$ cat config.mk
export PLATFORM = sky130hd
export DESIGN_NAME = code_lock_stepper_door_controller
export DESIGN_NICKNAME = d
export VERILOG_FILES = /design/src/hw/rtl/clsdc_pkg.sv /design/src/hw/rtl/code_lock_stepper_door_controller.sv /design/src/hw/rtl/clsdc_lock.sv /design/src/hw/rtl/clsdc_door.sv
export SDC_FILE = /design/constraint.sdc
export NUM_CORES = 1
export LEC_CHECK = 0
export ABC_CLOCK_PERIOD_IN_PS = 4600
export BUFFER_PORTS_ARGS = -buffer_cell sky130_fd_sc_hd__buf_2
export CORE_MARGIN = 2
export CORE_UTILIZATION = 63
export DETAILED_ROUTE_END_ITERATION = 7
export HOLD_SLACK_MARGIN = 0.03
export PLACE_DENSITY_LB_ADDON = 0.05
export REMOVE_ABC_BUFFERS = 1
export SLEW_MARGIN = 20
export SYNTH_ARGS = -nofsm -noshare
export SYNTH_HDL_FRONTEND = slang
export SYNTH_SLANG_ARGS = --single-unit
$ cat constraint.sdc
create_clock -name i_clk -period 4.6 [get_ports i_clk]
set_clock_uncertainty 0.1 [all_clocks]
set_input_delay 0.46 -clock i_clk [delete_from_list [all_inputs] [get_ports i_clk]]
set_output_delay 0.46 -clock i_clk [all_outputs]
set_load 0.005 [all_outputs]
$ cat src/hw/rtl/clsdc_pkg.sv
// Package for the code lock / stepper door controller: item types, state
// encodings, request codes, key codes and coil tables. No dependencies.
package clsdc_pkg;

    // One input item (one timer tick)
    typedef struct packed {
        logic [7:0] key_code;
        logic       rx_valid;
        logic [7:0] rx_byte;
        logic       tx_ready;
    } t_in_item;

    // One result item
    typedef struct packed {
        logic [7:0] led_pattern;
        logic [3:0] coil_pattern;
        logic       tx_valid;
        logic [2:0] tx_byte;
        logic [7:0] echo_byte;
    } t_out_item;

    typedef enum logic [2:0] {
        LK_INIT  = 3'd0,
        LK_WAIT  = 3'd1,
        LK_HASH  = 3'd2,
        LK_ONE   = 3'd3,
        LK_TWO   = 3'd4,
        LK_THREE = 3'd5,
        LK_DONE  = 3'd6
    } t_lock_state;

    typedef enum logic [1:0] {
        DR_INIT  = 2'd0,
        DR_WAIT  = 2'd1,
        DR_OPEN  = 2'd2,
        DR_CLOSE = 2'd3
    } t_door_state;

    // Door request flag codes
    localparam logic [2:0] REQ_IDLE   = 3'd0;
    localparam logic [2:0] REQ_OPEN   = 3'd1;
    localparam logic [2:0] REQ_OPENED = 3'd3;
    localparam logic [2:0] REQ_CLOSE  = 3'd4;

    // Serial command bytes
    localparam logic [7:0] CMD_OPEN  = 8'h01;
    localparam logic [7:0] CMD_CLOSE = 8'h04;

    // Key codes (ASCII)
    localparam logic [7:0] KEY_NONE  = 8'h00;
    localparam logic [7:0] KEY_HASH  = 8'h23;
    localparam logic [7:0] KEY_ONE   = 8'h31;
    localparam logic [7:0] KEY_TWO   = 8'h32;
    localparam logic [7:0] KEY_THREE = 8'h33;
    localparam logic [7:0] KEY_A     = 8'h41;

    // LED patterns
    localparam logic [7:0] LED_OFF  = 8'h00;
    localparam logic [7:0] LED_P1   = 8'h01;
    localparam logic [7:0] LED_P2   = 8'h02;
    localparam logic [7:0] LED_P3   = 8'h04;
    localparam logic [7:0] LED_P4   = 8'h08;
    localparam logic [7:0] LED_P5   = 8'h10;
    localparam logic [7:0] LED_FULL = 8'hFF;

    localparam logic [15:0] TRAVEL_RESET = 16'd4096;
    localparam logic [3:0]  PHASE_COUNT  = 4'd8;

    // Lock machine result handed to the door stage
    typedef struct packed {
        t_lock_state state;
        logic [7:0]  led;
        logic [2:0]  req;
    } t_lock_out;

    // Door machine registers
    typedef struct packed {
        t_door_state state;
        logic [3:0]  phase;
        logic [15:0] steps;
        logic [3:0]  coil;
    } t_door_regs;

    // Half-step coil table, opening direction
    function automatic logic [3:0] open_coil(input logic [2:0] idx);
        logic [3:0] c;
        unique case (idx)
            3'd0: c = 4'h1;
            3'd1: c = 4'h3;
            3'd2: c = 4'h2;
            3'd3: c = 4'h6;
            3'd4: c = 4'h4;
            3'd5: c = 4'hC;
            3'd6: c = 4'h8;
            default: c = 4'h9;
        endcase
        return c;
    endfunction

    // Half-step coil table, closing direction
    function automatic logic [3:0] close_coil(input logic [2:0] idx);
        logic [3:0] c;
        unique case (idx)
            3'd0: c = 4'h8;
            3'd1: c = 4'hC;
            3'd2: c = 4'h4;
            3'd3: c = 4'h6;
            3'd4: c = 4'h2;
            3'd5: c = 4'h3;
            3'd6: c = 4'h1;
            default: c = 4'h9;
        endcase
        return c;
    endfunction

endpackage

$ cat src/hw/rtl/code_lock_stepper_door_controller.sv
// Top level of the code lock / stepper door controller.
// Depends on clsdc_pkg, clsdc_lock and clsdc_door.
//
// Usage:
//   Input channel (i_valid / o_ready / i_item): one item per timer tick, with
//   the pressed key, an optional received serial byte and the tx ready bit.
//   Output channel (o_valid / i_ready / o_item): exactly one result per item,
//   in order: LED port, coil bits, tx flag and byte, echoed command byte.
//   Config: i_cfg_we writes i_cfg_wdata into the travel length (half-steps)
//   at the clock edge; write only while the block is idle.
// Timing:
//   An item is captured in the input register; the lock, door and serial
//   stages are combinational, and block state and result register load together.
//   o_valid rises once the result register is loaded; while i_ready stays
//   high, one item per cycle is sustained.
// Reset (i_rst_n low, synchronous): both stages empty, all state cleared,
//   travel length back to 4096 half-steps.
// Stall: while i_ready is low the result holds; one more item waits in the
//   input register, then o_ready drops until the result is taken.
module code_lock_stepper_door_controller
    import clsdc_pkg::*;
(
    input  logic        i_clk,
    input  logic        i_rst_n,
    input  logic        i_valid,
    output logic        o_ready,
    input  t_in_item    i_item,
    output logic        o_valid,
    input  logic        i_ready,
    output t_out_item   o_item,
    input  logic        i_cfg_we,
    input  logic [15:0] i_cfg_wdata
);

    logic        r_in_valid;
    t_in_item    r_in_item;
    logic        r_out_valid;
    t_out_item   r_out_item;
    logic [15:0] r_travel;

    logic [7:0]  r_held_key;
    t_lock_state r_lock_state;
    logic [2:0]  r_req;
    t_door_regs  r_door;
    logic [7:0]  r_kept;
    logic [7:0]  r_led;

    logic [7:0]  n_held_key;
    t_lock_out   lock_res;
    t_door_regs  n_door;
    logic [2:0]  door_req;
    logic [7:0]  n_led;
    logic [7:0]  rx_kept;
    logic [7:0]  n_kept;
    logic [2:0]  n_req;
    t_out_item   n_out_item;
    logic        fire;

    // Handshake: process when an item waits and the result slot frees up
    assign fire    = r_in_valid && (!r_out_valid || i_ready);
    assign o_ready = !r_in_valid || fire;
    assign o_valid = r_out_valid;
    assign o_item  = r_out_item;

    // Key latch
    assign n_held_key = (r_in_item.key_code != KEY_NONE) ? r_in_item.key_code : r_held_key;

    clsdc_lock u_lock (
        .i_held_key (n_held_key),
        .i_state    (r_lock_state),
        .i_led      (r_led),
        .i_req      (r_req),
        .o_lock     (lock_res)
    );

    clsdc_door u_door (
        .i_door         (r_door),
        .i_req          (lock_res.req),
        .i_led          (lock_res.led),
        .i_travel_steps (r_travel),
        .o_door         (n_door),
        .o_req          (door_req),
        .o_led          (n_led)
    );

    // Serial command stage: a kept 1 or 4 forces the request every tick
    assign rx_kept = r_in_item.rx_valid ? r_in_item.rx_byte : r_kept;
    always_comb begin
        n_kept = rx_kept;
        n_req  = door_req;
        if (rx_kept == CMD_OPEN) begin
            n_req = REQ_OPEN;
        end else if (rx_kept == CMD_CLOSE) begin
            n_req = REQ_CLOSE;
        end else begin
            n_kept = 8'd0;
        end
    end

    // Result item
    always_comb begin
        n_out_item.led_pattern  = n_led;
        n_out_item.coil_pattern = n_door.coil;
        n_out_item.tx_valid     = r_in_item.tx_ready;
        n_out_item.tx_byte      = r_in_item.tx_ready ? n_req : REQ_IDLE;
        n_out_item.echo_byte    = n_kept;
    end

    // Input register
    always_ff @(posedge i_clk) begin
        if (!i_rst_n) begin
            r_in_valid <= 1'b0;
        end else if (o_ready) begin
            r_in_valid <= i_valid;
        end
        if (o_ready && i_valid) begin
            r_in_item <= i_item;
        end
    end

    // Result register
    always_ff @(posedge i_clk) begin
        if (!i_rst_n) begin
            r_out_valid <= 1'b0;
        end else if (fire) begin
            r_out_valid <= 1'b1;
        end else if (i_ready) begin
            r_out_valid <= 1'b0;
        end
        if (fire) begin
            r_out_item <= n_out_item;
        end
    end

    // Block state, updated once per processed item
    always_ff @(posedge i_clk) begin
        if (!i_rst_n) begin
            r_held_key   <= 8'd0;
            r_lock_state <= LK_INIT;
            r_req        <= REQ_IDLE;
            r_door       <= '{state: DR_INIT, phase: 4'd0, steps: 16'd0, coil: 4'd0};
            r_kept       <= 8'd0;
            r_led        <= LED_OFF;
        end else if (fire) begin
            r_held_key   <= n_held_key;
            r_lock_state <= lock_res.state;
            r_req        <= n_req;
            r_door       <= n_door;
            r_kept       <= n_kept;
            r_led        <= n_led;
        end
    end

    // Travel length register
    always_ff @(posedge i_clk) begin
        if (!i_rst_n) begin
            r_travel <= TRAVEL_RESET;
        end else if (i_cfg_we) begin
            r_travel <= i_cfg_wdata;
        end
    end

endmodule

$ cat src/hw/rtl/clsdc_lock.sv
// Lock machine: follows the key sequence #,1,2,3,A and toggles the door request.
// Combinational; depends on clsdc_pkg.
module clsdc_lock
    import clsdc_pkg::*;
(
    input  logic [7:0]  i_held_key,
    input  t_lock_state i_state,
    input  logic [7:0]  i_led,
    input  logic [2:0]  i_req,
    output t_lock_out   o_lock
);

    logic [7:0]  want;
    logic [7:0]  prev_key;
    t_lock_state next_state;
    logic [7:0]  step_led;

    // Per-stage expected key, key that keeps the stage, and LED pattern
    always_comb begin
        want       = KEY_ONE;
        prev_key   = KEY_HASH;
        next_state = LK_ONE;
        step_led   = LED_P2;
        unique case (i_state)
            LK_ONE: begin
                want = KEY_TWO;   prev_key = KEY_ONE;   next_state = LK_TWO;   step_led = LED_P3;
            end
            LK_TWO: begin
                want = KEY_THREE; prev_key = KEY_TWO;   next_state = LK_THREE; step_led = LED_P4;
            end
            LK_THREE: begin
                want = KEY_A;     prev_key = KEY_THREE; next_state = LK_DONE;  step_led = LED_P5;
            end
            default: ;
        endcase
    end

    // Next lock state, LED and request
    always_comb begin
        o_lock = '{state: i_state, led: i_led, req: i_req};
        unique case (i_state)
            LK_INIT: o_lock.state = LK_WAIT;
            LK_WAIT: begin
                if (i_held_key == KEY_HASH) begin
                    o_lock.state = LK_HASH;
                    o_lock.led   = LED_P1;
                end else begin
                    o_lock.led = LED_OFF;
                end
            end
            LK_HASH, LK_ONE, LK_TWO, LK_THREE: begin
                // holding the previous key keeps the stage
                if (i_held_key != prev_key) begin
                    if (i_held_key == want) begin
                        o_lock.state = next_state;
                        o_lock.led   = step_led;
                    end else begin
                        o_lock.state = LK_WAIT;
                        o_lock.led   = LED_OFF;
                    end
                end
            end
            LK_DONE: begin
                if (i_req == REQ_IDLE) begin
                    o_lock.led = LED_FULL;
                    o_lock.req = REQ_OPEN;
                end else if (i_req == REQ_OPENED) begin
                    o_lock.led = LED_FULL;
                    o_lock.req = REQ_CLOSE;
                end
                o_lock.state = LK_WAIT;
            end
            default: o_lock.state = LK_INIT;
        endcase
    end

endmodule

$ cat src/hw/rtl/clsdc_door.sv
// Door machine: takes open/close requests and steps the motor through the
// half-step coil tables. Combinational; depends on clsdc_pkg.
module clsdc_door
    import clsdc_pkg::*;
(
    input  t_door_regs  i_door,
    input  logic [2:0]  i_req,
    input  logic [7:0]  i_led,
    input  logic [15:0] i_travel_steps,
    output t_door_regs  o_door,
    output logic [2:0]  o_req,
    output logic [7:0]  o_led
);

    logic [3:0] phase_wrap;
    logic [3:0] coil_next;

    // Phase index wraps back to zero past the table end
    assign phase_wrap = (i_door.phase >= PHASE_COUNT) ? 4'd0 : i_door.phase;
    assign coil_next  = (i_door.state == DR_OPEN) ? open_coil(phase_wrap[2:0])
                                                  : close_coil(phase_wrap[2:0]);

    always_comb begin
        o_door = i_door;
        o_req  = i_req;
        o_led  = i_led;
        unique case (i_door.state)
            DR_INIT: o_door.state = DR_WAIT;
            DR_WAIT: begin
                if (i_req == REQ_OPEN) begin
                    o_req        = REQ_OPENED;
                    o_led        = LED_P1;
                    o_door.state = DR_OPEN;
                end else if (i_req == REQ_CLOSE) begin
                    o_req        = REQ_IDLE;
                    o_door.state = DR_CLOSE;
                end else begin
                    // idle door blanks the indicators
                    o_led = LED_OFF;
                end
            end
            DR_OPEN, DR_CLOSE: begin
                if (i_door.steps < i_travel_steps) begin
                    o_door.coil  = coil_next;
                    o_door.phase = phase_wrap + 4'd1;
                    o_door.steps = i_door.steps + 16'd1;
                end else begin
                    o_door.phase = 4'd0;
                    o_door.steps = 16'd0;
                    o_door.state = DR_WAIT;
                end
            end
            default: ;
        endcase
    end

endmodule

==> results of run 1 <==
## through the flow
step | instance area (sq um) | hold slack (ns)
final | 6600 | 0.0834
after floorplan | 5390 | 0.326
after detailed placement | 5870 | 0.358
after CTS | 6600 | 0.0510
after global routing | 6600 | 0.0934
after global placement | 5870 | 0.342
## worst paths after layout
path,to,startpoint
setup / recovery,r_led[1]$_SDFFE_PN0P_,r_in_item[12]$_DFFE_PP_
hold / removal,r_travel[10]$_SDFFE_PN0P_,i_cfg_wdata[10]
setup reg to reg,r_led[1]$_SDFFE_PN0P_,r_in_item[12]$_DFFE_PP_
hold reg to reg,r_door[0]$_SDFFE_PN0P_,r_door[0]$_SDFFE_PN0P_
## cells by family after synthesis
family                   Yosys count  share of synthesized area
flip-flops                       116                      0.500
AO/OA/AOI/OAI                    126                      0.150
AND/OR/NAND/NOR                  196                      0.187
XOR/XNOR                          18                     0.0288
adder cells (fa/ha/maj)           21                     0.0479
buffers and inverters             58                     0.0402
other                              1                   0.000684
multiplexers                      24                     0.0447
## per-layer routing
metal,track usage,up-vias,share of wire
li1,-,2169,-
met1,0.339,2107,0.44
met2,0.441,156,0.49
met3,0.0576,18,0.053
met4,0.105,0,0.017
met5,0,-,0
## critical path, cell delays in order, from the launching register on
cell and delay (ns):
edfxtp_1 0.48, nor4_4 0.49, a21oi_1 0.23, and3b_1 0.22
o211ai_1 0.31, a31oi_2 0.27, o21ai_1 0.52, o22ai_1 0.15
## power breakdown
part / switching [mW] / internal, mW / total (mW)
Combinational: 0.0934 / 0.0702 / 0.164
Clock: 0.484 / 0.717 / 1.20
Sequential: 0.0296 / 1.10 / 1.13
Total: 0.607 / 1.89 / 2.49
## cells in the mapped netlist, types with 2 or more instances
| cell | n |
|---|---|
| a32o_1 | 3 |
| a21oi_2 | 2 |
| ha_1 | 21 |
| a21oi_1 | 45 |
| clkbuf_1 | 24 |
| o21ai_0 | 13 |
| dfxtp_1 | 74 |
| o22ai_1 | 4 |
| xor2_1 | 12 |
| nand3_1 | 7 |
| and2_1 | 6 |
| nand2b_1 | 9 |
| edfxtp_1 | 42 |
| o21ai_1 | 2 |
| and3_1 | 15 |
| inv_1 | 29 |
| a311o_1 | 2 |
| o21a_1 | 6 |
| mux2i_1 | 20 |
| xnor2_1 | 6 |
| nand4_1 | 9 |
| nand2_1 | 49 |
| a31oi_1 | 5 |
| mux2_2 | 4 |
| o211ai_1 | 3 |
| nor3_1 | 8 |
| a22oi_1 | 5 |
| o31ai_1 | 5 |
| and3b_1 | 4 |
| nor3b_1 | 3 |
| a2111oi_0 | 3 |
| nor4b_1 | 4 |
| nand3b_1 | 3 |
| a21o_1 | 7 |
| a211oi_1 | 9 |
| nor4_1 | 2 |
| nor2b_1 | 9 |
| or4b_1 | 2 |
| nor2_1 | 56 |
| buf_1 | 2 |
## state kept, by name (all words and copies together), names as in the netlist
name,cells
r_lock_state,3
r_in_item,17
r_led,8
r_travel,16
r_held_key,8
r_in_valid,1
r_door,26
o_valid,1
r_req,3
o_item,24
r_kept,8
n_out_item,1
## final cells by class
type | count | area (sq um)
clock buffers | 17 | 414
clock inverters | 15 | 135
fillers | 598 | 1990
inverters | 30 | 113
multi-input cells | 391 | 2540
flip-flops and latches | 116 | 2740
well taps | 108 | 135
repair buffers | 85 | 523
## timing repair
item	in CTS	in global routing
setup buffers	0	0
resized for setup	0	0
hold endpoints to repair	18	0
hold buffers	18	0
==> results.md, run 1 <==
- Post-Syn Area: 5480 sq um
- Number of CTS-inserted buffers: 17
- CTS H-tree depth: 4
- Final Setup Violations: 0
- Post-route minimum period: 2.90 ns
- Vias in the first global route: 4,337
- PortBufs: 64
- CTS tree: built
- Syn Area/Cell: 9.79 sq um
- Slew HR: 0.312
- Status: completed
- FF+latch count, synth: 116
- R2R setup slack: 1.70 ns
- Area growth from synthesis to layout: 20.4%
- Final-report hold violation count: 0
- ANT cells: 0
- Unique masters post-synth: 66
- Largest net degree at the start of global routing: 34
- Share of cells above drive strength 1: 0.176
- Worst skew pair latency: 0.51 ns
- Critical path class: reg -> reg
- Gr usage total: 0.265
- Worst Hold Class: in -> reg
- Synth Flop Type: dfxtp_1
- Actual slew at the worst max-slew pin: 1.01 ns
- Post-synth top area share: 0.270
- DRT antenna net count: 0
- Total gr overflow: 0
- Routed via count: 4,450
- VDD IR max: 0.358 mV
- RSZ-0062 raised after global routing: no
- Antenna violations before repair: 0
- Yosys Warn Count: 0
- Inst Count DP: 712
- Gpl congestion: 0.846
- Max_cap viols: 0
- Largest area contributor in the netlist: dfxtp_1
- Reg2reg path depth: 7
- Crit path DAT: 3.18 ns
- DIE HEIGHT: 97.3 um
- Fin Setup TNS: 0 ns
- DR WL/cell: 15.9 um
- Fin nets: 701
- EDFF count, synth: 42
- First-pass GRT wire length: 20,200 um
- Critical Path End Type: flip-flop
- Vias per cell: 5.84
- Top cells by area, synth: dfxtp_1 (27%), edfxtp_1 (23%), ha_1 (4.8%), a21oi_1 (4.1%), nor2_1 (3.8%)
- CTS clock-pin slew for the worst setup and hold paths: 0.06 ns
- Overall Power: 2.49 mW
- Setup WS post-layout: 1.70 ns
- Worst EP required: 4.87 ns
- I/O pin total: 65
- DRC viols: 0
- Routed wire length: 12,100 um
- Sequential cell area fraction in the yosys report: 0.500
- Core area: 8590 sq um
- Final HPWL DP: 7540 um
- Crit-path max FO: 8
- Fmax: 344 MHz
- Initial DRC Count: 238
- Pwr/cell area: 378 nW/um^2
- Row Count: 34
- Leak pwr: 2.71 nW
- Initial cell density of the core: 0.638
- Layout Utilization: 0.768
- Dpl ws: 1.74 ns
- Root buf cell: clkbuf_8
- First-pass DRT Iterations: 6
- Clk sink count: 116
- Period utilization: 0.631
- Die Footprint: 9470 sq um
- Async SR Flop Fraction: 0
- Non-Filler Instances: 762
- Commonest cells after routing, fill and taps aside: dfxtp_1 (74), buf_2 (64), nor2_1 (56)
- Commonest non-fill, non-tap cell in the layout: dfxtp_1
- Hold depth: 3
- Worst setup SP type: flip-flop
- Max Slew Vio Count: 0
- Synth Instances: 560
- Die Width: 97.3 um
- CTS Buffer Depth: 2
(Power assumes the default switching activity.)
==> run 2: changes to the inputs <==
- ABC_CLOCK_PERIOD_IN_PS: 4600 -> 2400
- CORE_UTILIZATION: 63 -> 53
- clock period: 4.6 -> 2.4 ns (I/O delays scaled with it)
==> results.md, run 2 (synthesized netlist as in run 1, its figures left out) <==
- Reg2reg path depth: 7 (unchanged)
- Failing checks: negative setup slack
- CTS H-tree depth: 4 (unchanged)
- Fmax: 387 MHz (+12%)
- Share of cells above drive strength 1: 0.266 (+0.0899)
- Critical Path End Type: flip-flop
- DR WL/cell: 14.7 um (-7.6%)
- Final-report hold violation count: 0 (unchanged)
- Initial cell density of the core: 0.538 (-0.0997)
- Gr usage total: 0.242 (-0.0226)
- Post-route cell area: 7440 sq um (+13%)
- Root buf cell: clkbuf_8
- Crit-path max FO: 4 (-4)
- ANT cells: 0 (unchanged)
- Hold slack final: 0.0670 ns (-0.0164 ns)
- Placed cell areas: 6230 sq um (+6.1%)
- CTS Buffer Depth: 2 (unchanged)
- Hold path start: i_rst_n
- Gpl congestion: 0.857 (+1.2%)
- Routed wire length: 12,700 um (+5.0%)
- DIE HEIGHT: 106 um (+8.7%)
- VDD IR max: 0.573 mV (+60%)
- Routed via count: 4,626 (+4.0%)
- PortBufs: 64 (unchanged)
- CTS tree: built
- Fin nets: 777 (+11%)
- R2r startpoint: r_in_item[15]$_DFFE_PP_
- Dpl ws: -0.208 ns (-1.94 ns)
- Core area: 10,200 sq um (+19%)
- Commonest cells after routing, fill and taps aside: dfxtp_1 (71), buf_2 (64), nor2_1 (56)
- Status: finished, violations left
- Total gr overflow: 0 (unchanged)
- Worst Hold Class: in -> reg
- Final Setup Violations: 17 (+17)
- Actual slew at the worst max-slew pin: 0.775 ns (-0.230 ns)
- Biggest register: r_door
- Slew HR: 0.483 (+0.171)
- Number of CTS-inserted buffers: 17 (unchanged)
- Hold depth: 2 (-1)
- Leak pwr: 3.13 nW (+16%)
- Worst skew pair latency: 0.54 ns (+0.03 ns)
- Fillers: 748 (+25%)
- Critical path class: reg -> reg
- I/O pin total: 65 (unchanged)
- Crit path DAT: 2.94 ns (-0.24 ns)
- Max Slew Vio Count: 0 (unchanged)
- DRC viols: 0 (unchanged)
- Pwr/cell area: 669 nW/um^2 (+77%)
- Vias in the first global route: 4,611 (+6.3%)
- Max_cap viols: 0 (unchanged)
- Post-route minimum period: 2.59 ns (-0.318 ns)
- DRT antenna net count: 0 (unchanged)
- RR Endpoint: r_lock_state[2]$_SDFFE_PN0P_
- Period utilization: 1.08 (+0.446)
- Initial DRC Count: 225 (-5.5%)
- First-pass GRT wire length: 21,200 um (+5.0%)
- Die Footprint: 11,200 sq um (+18%)
- Clk sink count: 116 (unchanged)
- Max reg flops: 26 (unchanged)
- RSZ-0062 raised after global routing: yes
- Setup WS post-layout: -0.187 ns (-1.88 ns)
- Final HPWL DP: 8120 um (+7.7%)
- Worst Hold Path EP: r_lock_state[0]$_SDFFE_PN0P_
- CTS clock-pin slew for the worst setup and hold paths: 0.06 ns (about the same)
- Overall Power: 4.98 mW (+100%)
- Worst EP required: 2.75 ns (-2.12 ns)
- Row Count: 37 (+8.8%)
- Area growth from synthesis to layout: 35.7%
- Largest net degree at the start of global routing: 26 (-24%)
- Antenna violations before repair: 0 (unchanged)
- Vias per cell: 5.34 (-8.5%)
- Worst setup SP type: flip-flop
- First-pass DRT Iterations: 4 (-2)
- Die Width: 106 um (+8.7%)
- Commonest non-fill, non-tap cell in the layout: dfxtp_1
- R2R setup slack: -0.19 ns (-1.88 ns)
-- run 2: power breakdown --
group / internal [mW] / switching, mW / leakage [nW]
combinational: 0.205 / 0.212 / 1.84
clock: 1.53 / 0.882 / 0.280
sequential: 2.11 / 0.0456 / 1.01
total: 3.84 / 1.14 / 3.13
-- run 2: how the worst max path moves through the flow --
stage	endpoint	depth (start not counted)	start	slack, ns
finish	r_lock_state[2]$_SDFFE_PN0P_	7	r_in_item[15]$_DFFE_PP_	-0.19
global route	r_lock_state[2]$_SDFFE_PN0P_	8	r_in_item[12]$_DFFE_PP_	-0.26
CTS	r_lock_state[2]$_SDFFE_PN0P_	7	r_in_item[11]$_DFFE_PP_	-0.12
detailed placement	r_lock_state[2]$_SDFFE_PN0P_	7	r_in_item[11]$_DFFE_PP_	-0.21
global placement	r_lock_state[2]$_SDFFE_PN0P_	7	r_in_item[10]$_DFFE_PP_	-0.07
floorplan	r_door[0]$_SDFFE_PN0P_	7	o_valid$_SDFFE_PN0P_	-0.51
-- run 2: final cells by class --
cell class	instances	area, sq um	share of cell area
Sequential cell	116	2750	0.369
Tap cell	136	170	0.0229
Clock buffer	23	457	0.0614
Clock inverter	9	104	0.0140
Multi-Input combinational cell	391	2690	0.362
Timing Repair Buffer	161	1160	0.156
Inverter	30	113	0.0151
-- run 2: metrics by stage --
stage	setup TNS, ns	utilization	cells
3_3_place_gp	-0.0715	0.612	783
3_5_place_dp	-0.429	0.612	783
4_1_cts	-0.459	0.710	856
6_report	-1.16	0.730	866
5_1_grt	-3.59	0.730	866
2_1_floorplan	-8.01	-	537
-- run 2: worst max-delay path, cell delays in order (launching register included) --
cell	delay, ns
edfxtp_1	0.50
nor4b_4	0.37
a21oi_2	0.11
or4b_1	0.53
o21ai_2	0.08
and3_1	0.18
or4b_4	0.47
a21oi_2	0.16
-- run 2: layer usage --
metal  track usage  wire length [um]
met1         0.289              5740
met2         0.403              6110
met3        0.0637               561
met4         0.123               333
met5             0                 0
-- run 2: repair_timing --
action / in CTS / in global routing
setup buffers: 3 / 10
hold buffers: 38 / 0
hold endpoints to repair: 36 / 0
endpoints found under the setup margin: 20 / 45
resized for setup: 9 / 33
pin swaps: 8 / 11
